===== src/design/h2r_pkg.sv =====
// Shared types and fixed-point constants for the HSL to RGB converter.
`default_nettype none

package h2r_pkg;

    // Internal fraction bits; every input is widened to this format
    localparam int IFRAC   = 24;
    localparam int FIELD_W = 16;
    localparam int CH_W    = 8;

    // Widths of the datapath
    localparam int VW    = IFRAC + 1;       // a fraction in [0, 1]
    localparam int H6W   = IFRAC + 3;       // six times a hue, [0, 6]
    localparam int TW    = IFRAC + 5;       // signed shifted hue, [-2, 8]
    localparam int SMW   = 2 * VW;          // product of two fractions
    localparam int GW    = VW + CH_W;       // lightness times 255
    localparam int SCW   = SMW + CH_W;      // ramp value times 255
    localparam int CHHW  = SCW - 2 * IFRAC; // integer part of the scaled ramp

    // Edges from the one that accepts start to the one that takes the result
    localparam int LATENCY = 7;

    // Channel lanes
    localparam int NUM_CH = 3;
    localparam int CH_R   = 0;
    localparam int CH_G   = 1;
    localparam int CH_B   = 2;

    typedef logic [VW-1:0]   frac_t;
    typedef logic [H6W-1:0]  hue6_t;
    typedef logic [SMW-1:0]  wide_t;
    typedef logic [CH_W-1:0] chan_t;

    // Fraction constants
    localparam frac_t ONE  = VW'(1) << IFRAC;
    localparam frac_t HALF = VW'(1) << (IFRAC - 1);

    // Ramp thresholds in units of one sixth of a turn
    localparam hue6_t ONE_T   = H6W'(1) << IFRAC;
    localparam hue6_t THREE_T = H6W'(3) << IFRAC;
    localparam hue6_t FOUR_T  = H6W'(4) << IFRAC;

    // Signed turn and third-of-a-turn offset for the wrap
    localparam logic signed [TW-1:0] TURN_S  = TW'(6) << IFRAC;
    localparam logic signed [TW-1:0] THIRD_S = TW'(2) << IFRAC;

    localparam chan_t CH_MAX = {CH_W{1'b1}};

endpackage

`default_nettype wire


===== src/design/hsl_to_rgb_converter_unit.sv =====
// HSL to RGB converter: seven-stage pipeline, one colour per clock.
// done follows the valid shift register through done_reg and rises together with red, green and blue.
// Throughput: one transaction per cycle; busy is always low, nothing stalls.
// The per-channel ramp multiplier and the q multiplier each own a stage.
// Reset (rst_n low, async) clears all valid bits and the done strobe.
`default_nettype none

module hsl_to_rgb_converter_unit #(
    parameter int INPUT_FRAC_BITS = 15
) (
    input  wire logic                          clk,
    input  wire logic                          rst_n,
    input  wire logic                          start,
    output logic                               busy,
    input  wire logic [h2r_pkg::FIELD_W-1:0]   hue,
    input  wire logic [h2r_pkg::FIELD_W-1:0]   saturation,
    input  wire logic [h2r_pkg::FIELD_W-1:0]   lightness,
    output logic                               done,
    output logic [h2r_pkg::CH_W-1:0]           red,
    output logic [h2r_pkg::CH_W-1:0]           green,
    output logic [h2r_pkg::CH_W-1:0]           blue
);

    localparam int SH = h2r_pkg::IFRAC - INPUT_FRAC_BITS;
    localparam h2r_pkg::frac_t ONE_IN = h2r_pkg::VW'(1) << INPUT_FRAC_BITS;

    // Clamp a raw field to one and widen it to the internal format
    function automatic h2r_pkg::frac_t to_internal(input logic [h2r_pkg::FIELD_W-1:0] raw);
        h2r_pkg::frac_t r;
        r = h2r_pkg::VW'(raw);
        if (r > ONE_IN)
        begin
            r = ONE_IN;
        end
        return r << SH;
    endfunction

    // Wrap a shifted hue once into [0, one turn]
    function automatic h2r_pkg::hue6_t wrap_hue(input logic signed [h2r_pkg::TW-1:0] t);
        logic signed [h2r_pkg::TW-1:0] w;
        w = t;
        if (w < 0)
        begin
            w = w + h2r_pkg::TURN_S;
        end
        if (w > h2r_pkg::TURN_S)
        begin
            w = w - h2r_pkg::TURN_S;
        end
        return w[h2r_pkg::H6W-1:0];
    endfunction

    logic accept;
    logic [h2r_pkg::LATENCY-2:0] vld_reg;
    logic done_reg;

    assign busy   = 1'b0;
    assign accept = start && !busy;

    // Advance the valid bits with the data
    always_ff @(posedge clk or negedge rst_n)
    begin
        if (!rst_n)
        begin
            vld_reg  <= '0;
            done_reg <= 1'b0;
        end
        else
        begin
            vld_reg  <= {vld_reg[h2r_pkg::LATENCY-3:0], accept};
            done_reg <= vld_reg[h2r_pkg::LATENCY-2];
        end
    end

    // ---------------- Stage 1: clamp, widen, six times hue, q multiplicand
    h2r_pkg::frac_t h_int, s_int, l_int, m_next;
    h2r_pkg::hue6_t h6_next;
    logic           zero_next;

    h2r_pkg::hue6_t h6_s1_reg;
    h2r_pkg::frac_t s_s1_reg, l_s1_reg, m_s1_reg;
    logic           zero_s1_reg;

    always_comb
    begin
        h_int     = to_internal(hue);
        s_int     = to_internal(saturation);
        l_int     = to_internal(lightness);
        h6_next   = (h2r_pkg::H6W'(h_int) << 2) + (h2r_pkg::H6W'(h_int) << 1);
        m_next    = (l_int < h2r_pkg::HALF) ? l_int : h2r_pkg::ONE - l_int;
        zero_next = (s_int == '0);
    end

    // ---------------- Stage 2: s times m, gray level
    h2r_pkg::wide_t           sm_next;
    logic [h2r_pkg::GW-1:0]   l255;
    logic [h2r_pkg::CH_W:0]   gray_full;
    h2r_pkg::chan_t           gray_next;

    h2r_pkg::hue6_t h6_s2_reg;
    h2r_pkg::frac_t l_s2_reg;
    h2r_pkg::wide_t sm_s2_reg;
    logic           zero_s2_reg;
    h2r_pkg::chan_t gray_s2_reg;

    always_comb
    begin
        sm_next   = h2r_pkg::SMW'(s_s1_reg) * h2r_pkg::SMW'(m_s1_reg);
        l255      = (h2r_pkg::GW'(l_s1_reg) << h2r_pkg::CH_W) - h2r_pkg::GW'(l_s1_reg);
        gray_full = l255[h2r_pkg::GW-1:h2r_pkg::IFRAC];
        gray_next = (gray_full > h2r_pkg::CH_W'(h2r_pkg::CH_MAX)) ? h2r_pkg::CH_MAX
                                                                  : gray_full[h2r_pkg::CH_W-1:0];
    end

    // ---------------- Stage 3: q, p and the wrapped channel hues
    logic [h2r_pkg::VW:0]            q_sum, two_l;
    h2r_pkg::frac_t                  q_next, p_next;
    logic signed [h2r_pkg::TW-1:0]   h6_s;
    h2r_pkg::hue6_t                  t_next [h2r_pkg::NUM_CH];

    h2r_pkg::frac_t q_s3_reg, p_s3_reg;
    h2r_pkg::hue6_t t_s3_reg [h2r_pkg::NUM_CH];
    logic           zero_s3_reg;
    h2r_pkg::chan_t gray_s3_reg;

    always_comb
    begin
        q_sum  = (h2r_pkg::VW+1)'(l_s2_reg) + (h2r_pkg::VW+1)'(sm_s2_reg >> h2r_pkg::IFRAC);
        q_next = q_sum[h2r_pkg::VW-1:0];
        two_l  = {l_s2_reg, 1'b0};
        p_next = (two_l >= q_sum) ? h2r_pkg::VW'(two_l - q_sum) : '0;
        h6_s   = signed'(h2r_pkg::TW'(h6_s2_reg));
        t_next[h2r_pkg::CH_R] = wrap_hue(h6_s + h2r_pkg::THIRD_S);
        t_next[h2r_pkg::CH_G] = wrap_hue(h6_s);
        t_next[h2r_pkg::CH_B] = wrap_hue(h6_s - h2r_pkg::THIRD_S);
    end

    // ---------------- Stage 4: q minus p, ramp segment select per channel
    h2r_pkg::frac_t d_next;
    h2r_pkg::frac_t base_next [h2r_pkg::NUM_CH];
    h2r_pkg::frac_t f_next    [h2r_pkg::NUM_CH];

    h2r_pkg::frac_t d_s4_reg;
    h2r_pkg::frac_t base_s4_reg [h2r_pkg::NUM_CH];
    h2r_pkg::frac_t f_s4_reg    [h2r_pkg::NUM_CH];
    logic           zero_s4_reg;
    h2r_pkg::chan_t gray_s4_reg;

    always_comb
    begin
        d_next = (q_s3_reg >= p_s3_reg) ? q_s3_reg - p_s3_reg : '0;
        for (int i = 0; i < h2r_pkg::NUM_CH; i++)
        begin
            priority if (t_s3_reg[i] < h2r_pkg::ONE_T)
            begin
                base_next[i] = p_s3_reg;
                f_next[i]    = t_s3_reg[i][h2r_pkg::VW-1:0];
            end
            else if (t_s3_reg[i] < h2r_pkg::THREE_T)
            begin
                base_next[i] = q_s3_reg;
                f_next[i]    = '0;
            end
            else if (t_s3_reg[i] < h2r_pkg::FOUR_T)
            begin
                base_next[i] = p_s3_reg;
                f_next[i]    = h2r_pkg::VW'(h2r_pkg::FOUR_T - t_s3_reg[i]);
            end
            else
            begin
                base_next[i] = p_s3_reg;
                f_next[i]    = '0;
            end
        end
    end

    // ---------------- Stage 5: ramp slope multiply per channel
    h2r_pkg::wide_t prod_next [h2r_pkg::NUM_CH];

    h2r_pkg::wide_t prod_s5_reg [h2r_pkg::NUM_CH];
    h2r_pkg::frac_t base_s5_reg [h2r_pkg::NUM_CH];
    logic           zero_s5_reg;
    h2r_pkg::chan_t gray_s5_reg;

    always_comb
    begin
        for (int i = 0; i < h2r_pkg::NUM_CH; i++)
        begin
            prod_next[i] = h2r_pkg::SMW'(d_s4_reg) * h2r_pkg::SMW'(f_s4_reg[i]);
        end
    end

    // ---------------- Stage 6: add the ramp base
    h2r_pkg::wide_t val_next [h2r_pkg::NUM_CH];

    h2r_pkg::wide_t val_s6_reg [h2r_pkg::NUM_CH];
    logic           zero_s6_reg;
    h2r_pkg::chan_t gray_s6_reg;

    always_comb
    begin
        for (int i = 0; i < h2r_pkg::NUM_CH; i++)
        begin
            val_next[i] = (h2r_pkg::SMW'(base_s5_reg[i]) << h2r_pkg::IFRAC) + prod_s5_reg[i];
        end
    end

    // ---------------- Stage 7: scale by 255, truncate, saturate, pick gray
    logic [h2r_pkg::SCW-1:0]  scaled [h2r_pkg::NUM_CH];
    logic [h2r_pkg::CHHW-1:0] chan_hi [h2r_pkg::NUM_CH];
    h2r_pkg::chan_t           chan_next [h2r_pkg::NUM_CH];

    h2r_pkg::chan_t red_reg, green_reg, blue_reg;

    always_comb
    begin
        for (int i = 0; i < h2r_pkg::NUM_CH; i++)
        begin
            scaled[i]  = (h2r_pkg::SCW'(val_s6_reg[i]) << h2r_pkg::CH_W)
                       - h2r_pkg::SCW'(val_s6_reg[i]);
            chan_hi[i] = scaled[i][h2r_pkg::SCW-1:2*h2r_pkg::IFRAC];
            if (zero_s6_reg)
            begin
                chan_next[i] = gray_s6_reg;
            end
            else if (chan_hi[i] > h2r_pkg::CHHW'(h2r_pkg::CH_MAX))
            begin
                chan_next[i] = h2r_pkg::CH_MAX;
            end
            else
            begin
                chan_next[i] = chan_hi[i][h2r_pkg::CH_W-1:0];
            end
        end
    end

    // Hold the payload registers of every stage
    always_ff @(posedge clk)
    begin
        h6_s1_reg   <= h6_next;
        s_s1_reg    <= s_int;
        l_s1_reg    <= l_int;
        m_s1_reg    <= m_next;
        zero_s1_reg <= zero_next;

        h6_s2_reg   <= h6_s1_reg;
        l_s2_reg    <= l_s1_reg;
        sm_s2_reg   <= sm_next;
        zero_s2_reg <= zero_s1_reg;
        gray_s2_reg <= gray_next;

        q_s3_reg    <= q_next;
        p_s3_reg    <= p_next;
        zero_s3_reg <= zero_s2_reg;
        gray_s3_reg <= gray_s2_reg;

        d_s4_reg    <= d_next;
        zero_s4_reg <= zero_s3_reg;
        gray_s4_reg <= gray_s3_reg;

        zero_s5_reg <= zero_s4_reg;
        gray_s5_reg <= gray_s4_reg;

        zero_s6_reg <= zero_s5_reg;
        gray_s6_reg <= gray_s5_reg;

        for (int i = 0; i < h2r_pkg::NUM_CH; i++)
        begin
            t_s3_reg[i]    <= t_next[i];
            base_s4_reg[i] <= base_next[i];
            f_s4_reg[i]    <= f_next[i];
            prod_s5_reg[i] <= prod_next[i];
            base_s5_reg[i] <= base_s4_reg[i];
            val_s6_reg[i]  <= val_next[i];
        end

        red_reg   <= chan_next[h2r_pkg::CH_R];
        green_reg <= chan_next[h2r_pkg::CH_G];
        blue_reg  <= chan_next[h2r_pkg::CH_B];
    end

    assign done  = done_reg;
    assign red   = red_reg;
    assign green = green_reg;
    assign blue  = blue_reg;

    // Every accepted transaction yields a result after the pipeline latency
    a_latency: assert property (@(posedge clk) disable iff (!rst_n)
        accept |-> ##(h2r_pkg::LATENCY) done)
        else $error("result missing after accepted transaction");

    // No result without a matching accepted transaction
    a_no_spurious: assert property (@(posedge clk) disable iff (!rst_n)
        done |-> $past(accept, h2r_pkg::LATENCY))
        else $error("result without a matching transaction");

    // Zero saturation gives a gray result
    a_gray: assert property (@(posedge clk) disable iff (!rst_n)
        (accept && (saturation == '0)) |-> ##(h2r_pkg::LATENCY)
        (done && (red == green) && (green == blue)))
        else $error("zero saturation produced unequal channels");

endmodule

`default_nettype wire

===== config.mk =====
export PLATFORM = sky130hd
export DESIGN_NAME = hsl_to_rgb_converter_unit
export DESIGN_NICKNAME = d
export VERILOG_FILES = /design/src/design/h2r_pkg.sv /design/src/design/hsl_to_rgb_converter_unit.sv
export SDC_FILE = /design/constraint.sdc
export NUM_CORES = 2
export LEC_CHECK = 0
export BUFFER_PORTS_ARGS = -buffer_cell sky130_fd_sc_hd__buf_2
export CAP_MARGIN = 20
export CORE_ASPECT_RATIO = 1.1
export CORE_UTILIZATION = 30
export CTS_BUF_LIST = sky130_fd_sc_hd__clkbuf_16
export DETAILED_ROUTE_END_ITERATION = 10
export PLACE_DENSITY = 0.43
export SYNTH_ARGS = -nofsm -noshare
export SYNTH_HDL_FRONTEND = slang
export SYNTH_SLANG_ARGS = --single-unit

===== constraint.sdc =====
create_clock -name clk -period 20.7 [get_ports clk]
set_input_delay 1.035 -clock clk [delete_from_list [all_inputs] [get_ports clk]]
set_output_delay 1.035 -clock clk [all_outputs]
set_load 0.005 [all_outputs]

==> impl_metrics.ini <==
[yosys]
synth_fa_ha_area_share_pct = 44.2
synth_top_cells_by_count = inv_1 (1,330), fa_1 (1,093), nand2_1 (1,021)
synth_compound_area_share_pct = 8.41
synth-seq-cells = 731
yosysMostFrequentCell = inv_1
synth_edf_count = 0
synthFlopType = dfxtp_1
synthXorXnorAreaFrac_pct = 3.53
synth_top_family_by_area = adder cells
ys_seq_area_share_pct = 20.0
ys_top_cells_by_area = fa_1 (30%), dfxtp_1 (20%), ha_1 (14%), inv_1 (6.8%), nand2_1 (5.2%)
async_flop_share_pct = 0.958
syn-instance-count = 7905
synth_top_area_share_pct = 29.9
syn_area_per_cell_um2 = 9.27
synthSimpleGateAreaFrac_pct = 15.4
yosysTopAreaCell = fa_1
yosysWarnings = 0
synth.mux.area_fraction_pct = 0.133
synthesis.area_um2 = 73200
synth_cell_types = 85

[setup_path]
cp_common_cell = fa_1
worstPathBufferInverterCount = 3
cp_top_family = adder cells
arrival_ns = 8.14
cp-end-kind = flop
crit_type = flop to flop
required_ns = 21.28
startpoint_type = flop
cp_cell_sequence = nand2_1, fa_1, inv_1, fa_1, inv_1, fa_1, fa_1, fa_1, inv_1, ha_1, ha_1, ha_1, a21o_1, a2111oi_0, nand3_1, nor3_1, nor3_1, o41ai_1, a21boi_0
critPathMaxStageDelay_ns = 1.00
cpMaxStageDelayCell = dfxtp_1
cp_max_fo = 25

[die]
die_area_um2 = 246000
coreArea_um2 = 242000
rows = 189
start_util_pct = 30.3
die_x_um = 473
die-height_um = 520
pin_count = 77

[placement]
place_area_um2 = 77200
place_congestion = 0.841
numPortBuffers = 75
post-dp-hpwl_um = 164000

[sta]
tightestPinTransition_ns = 1.10
setup_viol = 0
maxClockFrequency_mhz = 132
layout_min_cycle_time_ns = 7.56
hold_viol_final = 0
skew_ns = 0.0586
rsz0062_at_grt = no
slew_headroom_pct = 26.7
holdWs_ns = 0.119
fin_crit_sh_pct = 36.5
slew_viol_final = 0
finalSetupTns_ns = 0

[job]
maxCapViolCount = 0

[power_and_ir_drop]
peakVddDrop_uv = 80.0
powerDensity_nw_per_um2 = 121
p_sw_mw = 4.61
swShare_pct = 47.5
leakage_nw = 39.8
power_mw = 9.71
pwr-share-clk_pct = 16.5
seqPwrFrac_pct = 23.7
internal_power_mw = 5.09
comb_power_share_pct = 59.8

[route]
vias = 52000
antenna_left = 0
routed_wl_um = 213000
drcViolationCount = 0
wire_per_inst_um = 19.1
drt_iter0_markers = 2361
drtPass1Iterations = 7
vias_per_cell = 4.65

[layout]
nNetsFinal = 9822
final_core_util_pct = 33.2
nFillCells = 25000
drive_gt1_share_pct = 4.65
final_cell_area_um2 = 80400
multi_input_comb_area_um2 = 52500
area_delta_synth_final_pct = 9.72
regArea_um2 = 14700

[global_route]
grt_overflow = 0
grt_pass1_vias = 56100
globalRouteTotalUtil_pct = 17.7
grt_pass1_wl_um = 334000
antenna_found_initial = 11
grt_start_max_net_pins = 50

[clock_network]
clock_latency_ns = 0.76
clkTransAtPathRegs_ns = 0.07
htree_num_levels = 3
cts_tree = done
post_cts_buffers = 0
cts_sinks = 731
cts_root_buf = clkbuf_16
cts.path.max_buffers = 3
numCtsBuffers = 87
ctsResizeCount = 0
cts-hold-fix-buffers = 0

[min_path]
hold_class = primary input to async pin

[status]
status = finished clean
==> power by group through the flow <==
stage	Clock [mW]	Sequential [mW]	Combinational, mW
5_1_grt	1.72	2.35	6.56
2_1_floorplan	0	2.11	4.05
3_5_place_dp	0	2.35	5.83
4_1_cts	1.66	2.33	5.89
6_report	1.60	2.30	5.80
3_3_place_gp	0	2.35	5.81
==> metal layers <==
metal / wire length (um) / up-vias / global-route usage, %
met5: 0 / - / 0
met1: 95300 / 26300 / 23.3
met4: 5130 / 0 / 4.64
met3: 7710 / 214 / 1.63
met2: 105000 / 840 / 30.7
li1: - / 24700 / -
==> worst register-to-register path: stages, from the launching register on <==
cell       delay, ns
dfxtp_1         1.00
nand2_1         0.20
fa_1            0.57
inv_1           0.05
fa_1            0.54
inv_1           0.06
fa_1            0.50
fa_1            0.52
fa_1            0.54
inv_1           0.04
ha_1            0.29
ha_1            0.30
ha_1            0.37
a21o_1          0.22
a2111oi_0       0.70
nand3_1         0.13
nor3_1          0.28
nor3_1          0.16
o41ai_1         0.49
a21boi_0        0.47
==> stage by stage <==
stage,cells,setup slack (ns)
finish,11200,13.14
global route,11200,12.59
CTS,11200,13.06
detailed placement,11000,13.09
global placement,11000,13.02
floorplan,7906,13.94
==> cells in the final DEF (no fill, tap or decap), types with 75 or more instances in the layout <==
master	instances
buf_2	75
a21oi_1	268
a21o_1	153
nand2_1	1021
inv_1	1340
nor2b_1	83
fa_1	1093
xor2_1	102
and2_1	585
clkbuf_16	87
xnor2_1	193
nor3_1	81
o21ai_0	221
ha_1	836
dfxtp_1	699
nor2_1	295
==> cell type report <==
| class | count | share of cell area (%) |
|---|---|---|
| tap | 3247 | 5.06 |
| sequential | 731 | 18.3 |
| timing repair buffer | 148 | 1.30 |
| multi-input combinational | 5544 | 65.3 |
| clock inverter | 74 | 1.05 |
| inverter | 1330 | 6.21 |
| clock buffer | 87 | 2.71 |
| antenna | 15 | 0.0467 |
==> cell families after synthesis <==
kind of cell,Yosys count
AOI/OAI and AO/OA,964
muxes,9
xor gates and xnor gates,295
and+or+nand+nor,2345
other,1
DFF,731
buffers and inverters,1631
adders and majority gates,1929
==> worst paths after layout <==
kind | start | endpoint | slack [ns] | cells after the start
worst max-delay path | f_s4_reg[0][74] | prod_s5_reg[0][144] | 13.14 | 19
worst min-delay path | rst_n | vld_reg[3] | 0.12 | 1
worst max register to register | f_s4_reg[0][74] | prod_s5_reg[0][144] | 13.14 | 19
worst min register to register | prod_s5_reg[0][123] | val_s6_reg[0][123] | 0.31 | 0
max in group asynchronous | rst_n | vld_reg[0] | 20.42 | 1
min in group clk | prod_s5_reg[0][123] | val_s6_reg[0][123] | 0.31 | 0
Note: power is estimated with default switching activity, not from simulation.
